<file path="config.mk">
export PLATFORM = sky130hd
export DESIGN_NAME = glob_wildcard_matcher
export DESIGN_NICKNAME = d
export VERILOG_FILES = /design/src/rtl/core/gwm_pkg.sv /design/src/rtl/core/gwm_pattern_store.sv /design/src/rtl/core/gwm_nfa.sv /design/src/rtl/core/glob_wildcard_matcher.sv
export VERILOG_INCLUDE_DIRS = /design/src /design/src/rtl/core
export SDC_FILE = /design/constraint.sdc
export NUM_CORES = 2
export LEC_CHECK = 0
export BUFFER_PORTS_ARGS = -buffer_cell sky130_fd_sc_hd__clkbuf_2
export CAP_MARGIN = 25
export CORE_ASPECT_RATIO = 1.5
export CORE_UTILIZATION = 64
export DETAILED_ROUTE_END_ITERATION = 8
export GPL_TIMING_DRIVEN = 1
export PLACE_DENSITY_LB_ADDON = 0.08
export REMOVE_ABC_BUFFERS = 1
export SLEW_MARGIN = 0
export SYNTH_ARGS = -nofsm -noshare
export SYNTH_HDL_FRONTEND = slang
export SYNTH_SLANG_ARGS = --single-unit
</file>
<file path="constraint.sdc">
create_clock -name aclk -period 6.6 [get_ports aclk]
set_input_delay 0.66 -clock aclk [delete_from_list [all_inputs] [get_ports aclk]]
set_output_delay 0.66 -clock aclk [all_outputs]
set_load 0.01 [all_outputs]
</file>
<file path="src/rtl/core/glob_wildcard_matcher_macros.svh">
// assertion macros shared by the glob matcher rtl
`ifndef GLOB_WILDCARD_MATCHER_MACROS_SVH
`define GLOB_WILDCARD_MATCHER_MACROS_SVH

// same-cycle implication, checked on aclk, off while aresetn is low
`define GWM_ASSERT_SAME(label, ante, cons, msg) \
    label: assert property (@(posedge aclk) disable iff (!aresetn) (ante) |-> (cons)) \
        else $error(msg);

// next-cycle implication, checked on aclk, off while aresetn is low
`define GWM_ASSERT_NEXT(label, ante, cons, msg) \
    label: assert property (@(posedge aclk) disable iff (!aresetn) (ante) |=> (cons)) \
        else $error(msg);

`endif

</file>
<file path="src/rtl/core/gwm_pkg.sv">
// shared types, character codes and helpers for the glob matcher
package gwm_pkg;

    // word kinds carried on the input tuser
    typedef enum logic [1:0] {
        ACT_CLEAR   = 2'd0,
        ACT_APPEND  = 2'd1,
        ACT_SUBJECT = 2'd2,
        ACT_END     = 2'd3
    } action_t;

    // configuration register indexes
    typedef enum logic [1:0] {
        REG_CASE_FOLD      = 2'd0,
        REG_STAR_NEEDS_ONE = 2'd1,
        REG_SEP_BYTES      = 2'd2,
        REG_SEP_COUNT      = 2'd3
    } reg_idx_t;

    localparam logic [7:0]  CH_QUESTION   = 8'h3F;
    localparam logic [7:0]  CH_STAR       = 8'h2A;
    localparam logic [7:0]  CH_UPPER_A    = 8'h41;
    localparam logic [7:0]  CH_UPPER_Z    = 8'h5A;
    localparam logic [7:0]  CASE_OFFSET   = 8'h20;
    localparam logic [63:0] SEP_BYTES_RST = 64'h0000_0000_003A_5C2F;
    localparam logic [3:0]  SEP_COUNT_RST = 4'd3;
    localparam int          SEP_SLOTS     = 8;

    // one input word after the input register
    typedef struct packed {
        action_t    action;
        logic [7:0] byte_value;
    } item_t;

    // configuration seen by the datapath
    typedef struct packed {
        logic        case_fold;
        logic        star_needs_one;
        logic [63:0] separator_bytes;
        logic [3:0]  separator_count;
    } cfg_t;

    // fold upper case letters to lower case when enabled
    function automatic logic [7:0] fold_case(input logic [7:0] c, input logic en);
        if (en && c >= CH_UPPER_A && c <= CH_UPPER_Z) begin
            return c + CASE_OFFSET;
        end
        return c;
    endfunction

endpackage

</file>
<file path="src/rtl/core/gwm_pattern_store.sv">
// pattern byte store with length counter and sticky overflow flag
`include "glob_wildcard_matcher_macros.svh"

module gwm_pattern_store #(
    parameter  int MAX_PATTERN = 63,
    localparam int LenW        = $clog2(MAX_PATTERN + 1)
) (
    input  logic                          aclk,
    input  logic                          aresetn,
    input  logic                          step_en,
    input  gwm_pkg::item_t                item,
    output logic [MAX_PATTERN-1:0][7:0]   pat,
    output logic [LenW-1:0]               pat_len,
    output logic                          pat_ovf
);
    import gwm_pkg::*;

    logic [MAX_PATTERN-1:0][7:0] store_reg;
    logic [LenW-1:0]             len_reg, len_next;
    logic                        ovf_reg, ovf_next;
    logic                        do_append;
    logic                        is_full;

    assign do_append = step_en && item.action == ACT_APPEND && item.byte_value != 8'h00;
    assign is_full   = len_reg == LenW'(MAX_PATTERN);

    // length and overflow update
    always_comb begin
        len_next = len_reg;
        ovf_next = ovf_reg;
        if (step_en && item.action == ACT_CLEAR) begin
            len_next = '0;
            ovf_next = 1'b0;
        end else if (do_append) begin
            if (is_full) begin
                ovf_next = 1'b1;
            end else begin
                len_next = len_reg + LenW'(1);
            end
        end
    end

    always_ff @(posedge aclk) begin
        if (!aresetn) begin
            len_reg <= '0;
            ovf_reg <= 1'b0;
        end else begin
            len_reg <= len_next;
            ovf_reg <= ovf_next;
        end
    end

    // each entry loads when the length points at it
    always_ff @(posedge aclk) begin
        for (int i = 0; i < MAX_PATTERN; i++) begin
            if (do_append && len_reg == LenW'(i)) begin
                store_reg[i] <= item.byte_value;
            end
        end
    end

    assign pat     = store_reg;
    assign pat_len = len_reg;
    assign pat_ovf = ovf_reg;

    `GWM_ASSERT_NEXT(a_clear_empties, step_en && item.action == ACT_CLEAR, len_reg == '0 && !ovf_reg, "clear left pattern state behind")
    `GWM_ASSERT_NEXT(a_full_sets_ovf, do_append && is_full, ovf_reg && len_reg == LenW'(MAX_PATTERN), "append to full store did not flag overflow")

endmodule

</file>
<file path="src/rtl/core/gwm_nfa.sv">
// bit-vector nfa over pattern positions: star closure and one-byte advance
`include "glob_wildcard_matcher_macros.svh"

module gwm_nfa #(
    parameter  int MAX_PATTERN = 63,
    localparam int LenW        = $clog2(MAX_PATTERN + 1)
) (
    input  logic                          aclk,
    input  logic                          aresetn,
    input  logic                          step_en,
    input  gwm_pkg::item_t                item,
    input  gwm_pkg::cfg_t                 cfg,
    input  logic [MAX_PATTERN-1:0][7:0]   pat,
    input  logic [LenW-1:0]               pat_len,
    output logic                          end_hit
);
    import gwm_pkg::*;

    localparam int VecW   = MAX_PATTERN + 1;
    localparam int Levels = $clog2(VecW);

    logic [VecW-1:0]        active_reg, active_next;
    logic [VecW-1:0]        len_mask, cur, nxt;
    logic [MAX_PATTERN-1:0] pos_valid, is_star, is_quest, lit_hit;
    logic                   sep;

    // per-position pattern classes and literal compare
    always_comb begin
        for (int i = 0; i < MAX_PATTERN; i++) begin
            pos_valid[i] = LenW'(i) < pat_len;
            is_star[i]   = pat[i] == CH_STAR;
            is_quest[i]  = pat[i] == CH_QUESTION;
            lit_hit[i]   = fold_case(pat[i], cfg.case_fold)
                           == fold_case(item.byte_value, cfg.case_fold);
        end
        for (int i = 0; i < VecW; i++) begin
            len_mask[i] = LenW'(i) <= pat_len;
        end
    end

    // separator lookup, counts above eight act as eight
    always_comb begin
        sep = 1'b0;
        for (int k = 0; k < SEP_SLOTS; k++) begin
            if (4'(k) < cfg.separator_count
                    && cfg.separator_bytes[8*k +: 8] == item.byte_value) begin
                sep = 1'b1;
            end
        end
    end

    // star closure as a parallel prefix: a live star position lights the next one, unless star_needs_one is set
    always_comb begin
        logic [VecW-1:0] g;
        logic [VecW-1:0] p;
        g = active_reg & len_mask;
        p = {is_star & pos_valid, 1'b0} & {VecW{!cfg.star_needs_one}};
        for (int lvl = 0; lvl < Levels; lvl++) begin
            g = g | (p & (g << (1 << lvl)));
            p = p & (p << (1 << lvl));
        end
        cur = g;
    end

    // advance every live position by one subject byte
    always_comb begin
        nxt = '0;
        for (int i = 0; i < MAX_PATTERN; i++) begin
            if (cur[i] && pos_valid[i]) begin
                if (is_quest[i]) begin
                    nxt[i+1] = nxt[i+1] | !sep;
                end else if (is_star[i]) begin
                    if (!cfg.star_needs_one) begin
                        nxt[i] = nxt[i] | !sep;
                    end else begin
                        nxt[i+1] = nxt[i+1] | !sep;
                    end
                end else begin
                    nxt[i+1] = nxt[i+1] | lit_hit[i];
                end
            end
            // least-one mode: the position after a star keeps soaking up bytes
            if (cfg.star_needs_one && !sep && cur[i+1] && pos_valid[i] && is_star[i]) begin
                nxt[i+1] = 1'b1;
            end
        end
    end

    // state update per word kind
    always_comb begin
        active_next = active_reg;
        if (step_en) begin
            unique case (item.action)
                ACT_CLEAR:   active_next = VecW'(1);
                ACT_END:     active_next = VecW'(1);
                ACT_SUBJECT: active_next = (item.byte_value != 8'h00) ? nxt : active_reg;
                ACT_APPEND:  active_next = active_reg;
                default:     active_next = active_reg;
            endcase
        end
    end

    always_ff @(posedge aclk) begin
        if (!aresetn) begin
            active_reg <= VecW'(1);
        end else begin
            active_reg <= active_next;
        end
    end

    assign end_hit = cur[pat_len];

    `GWM_ASSERT_NEXT(a_rearm, step_en && (item.action == ACT_CLEAR || item.action == ACT_END), active_reg == VecW'(1), "matcher not rearmed after clear or end")

endmodule

</file>
<file path="src/rtl/core/glob_wildcard_matcher.sv">
// glob matcher top level: input register, nfa step, result register
// flow: an accepted word is held in the input register, then processed by the nfa step; an end word
//   loads its result into the result register, which drives m_tdata
// throughput: one word per cycle, but an end word waits while an untaken result is still held
// reset: synchronous active-low aresetn empties the pattern, clears overflow, rearms position 0
//   and loads the configuration defaults (slash, backslash, colon as separators)
`include "glob_wildcard_matcher_macros.svh"

module glob_wildcard_matcher #(
    parameter int MAX_PATTERN = 63
) (
    input  logic        aclk,
    input  logic        aresetn,
    // configuration write port
    input  logic        cfg_we,
    input  logic [1:0]  cfg_idx,
    input  logic [63:0] cfg_wdata,
    // input words
    input  logic        s_tvalid,
    output logic        s_tready,
    input  logic [7:0]  s_tdata,    // [7:0] byte_value
    input  logic [1:0]  s_tuser,    // [1:0] action
    // result words
    output logic        m_tvalid,
    input  logic        m_tready,
    output logic [7:0]  m_tdata     // [0] matched, [1] pattern_overflow, [7:2] zero
);
    import gwm_pkg::*;

    localparam int LenW = $clog2(MAX_PATTERN + 1);

    cfg_t                        cfg_reg;
    logic                        in_vld_reg;
    item_t                       in_item_reg;
    logic                        out_vld_reg;
    logic                        out_match_reg;
    logic                        out_ovf_reg;
    logic                        advance;
    logic                        step_en;
    logic                        is_end;
    logic [MAX_PATTERN-1:0][7:0] pat;
    logic [LenW-1:0]             pat_len;
    logic                        pat_ovf;
    logic                        end_hit;

    // configuration registers
    always_ff @(posedge aclk) begin
        if (!aresetn) begin
            cfg_reg.case_fold       <= 1'b0;
            cfg_reg.star_needs_one  <= 1'b0;
            cfg_reg.separator_bytes <= SEP_BYTES_RST;
            cfg_reg.separator_count <= SEP_COUNT_RST;
        end else if (cfg_we) begin
            unique case (reg_idx_t'(cfg_idx))
                REG_CASE_FOLD:      cfg_reg.case_fold       <= cfg_wdata[0];
                REG_STAR_NEEDS_ONE: cfg_reg.star_needs_one  <= cfg_wdata[0];
                REG_SEP_BYTES:      cfg_reg.separator_bytes <= cfg_wdata;
                REG_SEP_COUNT:      cfg_reg.separator_count <= cfg_wdata[3:0];
                default:            cfg_reg                 <= cfg_reg;
            endcase
        end
    end

    // an end word waits only while the result register is full and m_tready is low
    assign is_end   = in_item_reg.action == ACT_END;
    assign advance  = !is_end || !out_vld_reg || m_tready;
    assign step_en  = in_vld_reg && advance;
    assign s_tready = !in_vld_reg || advance;

    // input register
    always_ff @(posedge aclk) begin
        if (!aresetn) begin
            in_vld_reg <= 1'b0;
        end else if (s_tready) begin
            in_vld_reg <= s_tvalid;
        end
    end

    always_ff @(posedge aclk) begin
        if (s_tvalid && s_tready) begin
            in_item_reg.action     <= action_t'(s_tuser);
            in_item_reg.byte_value <= s_tdata;
        end
    end

    gwm_pattern_store #(
        .MAX_PATTERN (MAX_PATTERN)
    ) u_store (
        .aclk    (aclk),
        .aresetn (aresetn),
        .step_en (step_en),
        .item    (in_item_reg),
        .pat     (pat),
        .pat_len (pat_len),
        .pat_ovf (pat_ovf)
    );

    gwm_nfa #(
        .MAX_PATTERN (MAX_PATTERN)
    ) u_nfa (
        .aclk    (aclk),
        .aresetn (aresetn),
        .step_en (step_en),
        .item    (in_item_reg),
        .cfg     (cfg_reg),
        .pat     (pat),
        .pat_len (pat_len),
        .end_hit (end_hit)
    );

    // result register
    always_ff @(posedge aclk) begin
        if (!aresetn) begin
            out_vld_reg <= 1'b0;
        end else if (step_en && is_end) begin
            out_vld_reg <= 1'b1;
        end else if (m_tready) begin
            out_vld_reg <= 1'b0;
        end
    end

    always_ff @(posedge aclk) begin
        if (step_en && is_end) begin
            out_match_reg <= end_hit && !pat_ovf;
            out_ovf_reg   <= pat_ovf;
        end
    end

    assign m_tvalid = out_vld_reg;
    assign m_tdata  = {6'b0, out_ovf_reg, out_match_reg};

    `GWM_ASSERT_NEXT(a_end_gives_word, step_en && is_end, out_vld_reg, "end word produced no result")
    `GWM_ASSERT_SAME(a_ovf_no_match, out_vld_reg, !(out_match_reg && out_ovf_reg), "match reported with overflowed pattern")

endmodule

</file>
==> results.yml <==
run_status:
  status: "complete, no violations"
sta:
  post-route-period-util_pct: 87.41
  drv_slew: 0
  setup_tns_ns: 0
  max_freq_mhz: 173.3
  whs_ns: 0.1720
  rsz0062_at_grt: "false"
  finClkSkew_ns: 0.02616
  setup_viol: 0
  fin_crit_ns: 5.769
  worst_slew_pin_slew_ns: 1.162
  slew_headroom_pct: 21.91
  hold_viol_final: 0
  worst_slack_ns: 0.8307
worst_setup_path:
  critPathRequiredTime_ns: 7.08
  slowest_stage: "and2_1"
  slowest_delay_ns: 0.65
  cp_top_family: "compound AO/OA/AOI/OAI gates"
  start_kind: "flop"
  cp_common_cell: "a31oi_1"
  worst-path-stages: 15
  crit_fanout: 37
  worstSetupPathType: "reg -> reg"
  r2r_cells: 15
  critPathCaptureType: "flop"
  critPathBufInv: 1
  cp.arrival_ns: 6.25
  worstPathCellList: "buf_4 -> ha_1 -> and2_1 -> o211ai_1 -> nor4_1 -> nand3_1 -> nor2_1 -> o2111ai_1 -> a31oi_1 -> o2111ai_1 -> a31oi_1 -> a41oi_1 -> nand2_1 -> a31oi_1 -> o41ai_2"
clock_network:
  clk_latency_ns: 0.67
  clk_pin_slew_ns: 0.08
  root_buffer: "clkbuf_16"
  cts.sinks: 659
  clockBufferDepth: 3
  cts_hold_buffers: 0
  cts-resized-gates: 0
  cts_setup_buffers: 0
  cts_made_buffers: 60
  cts_tree: "done"
  ctsHtreeMaxLevel: 2
grt:
  antenna_found_initial: 5
  grt-ovfl-total: 0
  grt_pass1_wl_um: 221000
  grt_max_degree: 99
  grt_pass1_vias: 37024
  grt.total_usage_pct: 43.87
hold_path:
  hold_path_class: "in -> reg"
  holdPathStages: 1
die:
  die_w_um: 212.1
  design.core.area_um2: 65470
  io_pins: 91
  dieHeight_um: 317.1
  die_area_um2: 67240
  start_util_pct: 64.71
  rows: 115
placement:
  place_hpwl_um: 106600
  gp_congestion: 1.101
  pre_cts_ws_ns: 1.147
  port_buffers: 84
  dp.cells: 5411
  dpl-instance-area_um2: 44060
power_and_ir_drop:
  irDropWorstVdd_mv: 0.3318
  p_per_area_nw_per_um2: 187.2
  p_leak_nw: 14.52
  finalPower_mw: 8.630
final_layout:
  stdcell_area_um2: 46100
  syn2layout_area_growth_pct: 8.831
  drive_gt1_share_pct: 8.274
  instances_no_fill: 5531
  nFillCells: 4818
  largest_reg_flops: 504
  nets: 4751
  finish.utilization_pct: 70.42
logic_synthesis:
  syn_area_um2: 42360
  netlist_instances: 4565
  yosys_register_bits: 659
  synth_edf_count: 516
  netlist.area_leader.share_pct: 36.58
  yosysWarningCount: 0
  seq_area_frac_synth_pct: 43.34
  synth.top_cells.by_count: "edfxtp_1, nor2_1, nand2_1"
  synth.most_common_cell: "edfxtp_1"
  async_reset_ff_share_pct: 0
  synthDistinctLibCells: 99
  avgSynthCellArea_um2: 9.280
  ys.flop_type: "edfxtp_1"
  synthTopCellsByArea: "edfxtp_1, dfxtp_1, xnor2_1"
  yosysTopAreaCell: "edfxtp_1"
route:
  via_per_inst: 7.010
  wirelength_um: 149900
  remaining_drc_errors: 0
  ant_nets: 0
  wl_per_cell_um: 27.10
  vias: 38770
  first_pass_iters: 8
  drt_iter0_markers: 4735
job:
  max-cap-violations: 0
-- per-layer routing --
metal	vias to the layer above	routed length (µm)	GRT usage, %
met5	-	50	0
met4	6	11910	31.42
met3	654	14280	8.572
met2	2404	70800	72.22
met1	18585	52840	51.30
li1	17121	-	-
-- path summary, 6_finish.rpt --
| path | start | endpoint | slack (ns) |
|---|---|---|---|
| setup / recovery | u_store.pat_len[1] | out_match_reg | 0.83 |
| hold / removal | s_tuser[1] | in_item_reg[9] | 0.17 |
| setup reg to reg | u_store.pat_len[1] | out_match_reg | 0.83 |
| hold reg to reg | u_nfa.active_reg[59] | u_nfa.active_reg[59] | 0.47 |
-- worst reg2reg max path: cells and delay by family (launching register included) --
kind	cells	cell delay, ns
buf+inv	1	0.39
flops	1	0.32
compound gates	8	2.43
fa+ha+maj	1	0.52
simple gates	5	1.94
-- logic make-up (layout without fill, tap and decap cells) --
kind of cell | after synthesis | count (layout) | synth area share, %
and+or+nand+nor | 1827 | 1827 | 22.44
AOI/OAI and AO/OA | 1096 | 1096 | 16.94
muxes | 17 | 17 | 0.5553
adders and majority gates | 68 | 68 | 2.008
xor gates and xnor gates | 561 | 561 | 11.60
other | 1 | 7 | 0.008852
buffers and inverters | 336 | 419 | 3.107
DFF | 659 | 659 | 43.34
-- cell usage in the layout, fill, tap and decap left out, types with 68 or more instances in the layout --
cell      count
dfxtp_1     137
o21ai_0     224
ha_1         68
clkbuf_2     85
nand2_1     390
xor2_1      279
nor3_1      245
xnor2_1     282
a31oi_1      81
inv_1        92
a21boi_0     88
a21oi_1     276
nand3_1     198
edfxtp_1    516
nor2_1      391
nor4_1       98
buf_4       115
nand4_1      86
-- final cells by class --
type | count | area (µm²) | share of cell area (%)
Clock inverter | 28 | 235.2 | 0.5102
Clock buffer | 85 | 1762 | 3.821
Tap cell | 877 | 1097 | 2.380
Multi-Input combinational cell | 3575 | 22800 | 49.45
Antenna cell | 1 | 2.502 | 0.005428
Sequential cell | 659 | 18370 | 39.85
Timing Repair Buffer | 213 | 1489 | 3.230
Inverter | 93 | 350.3 | 0.7599
-- power by group --
group,total [mW],leakage [nW],internal (mW),switching [mW]
sequential,4.52,5.81,4.49,0.0335
combinational,0.557,7.72,0.190,0.367
clock,3.55,0.997,1.95,1.60
(Power assumes the default switching activity.)
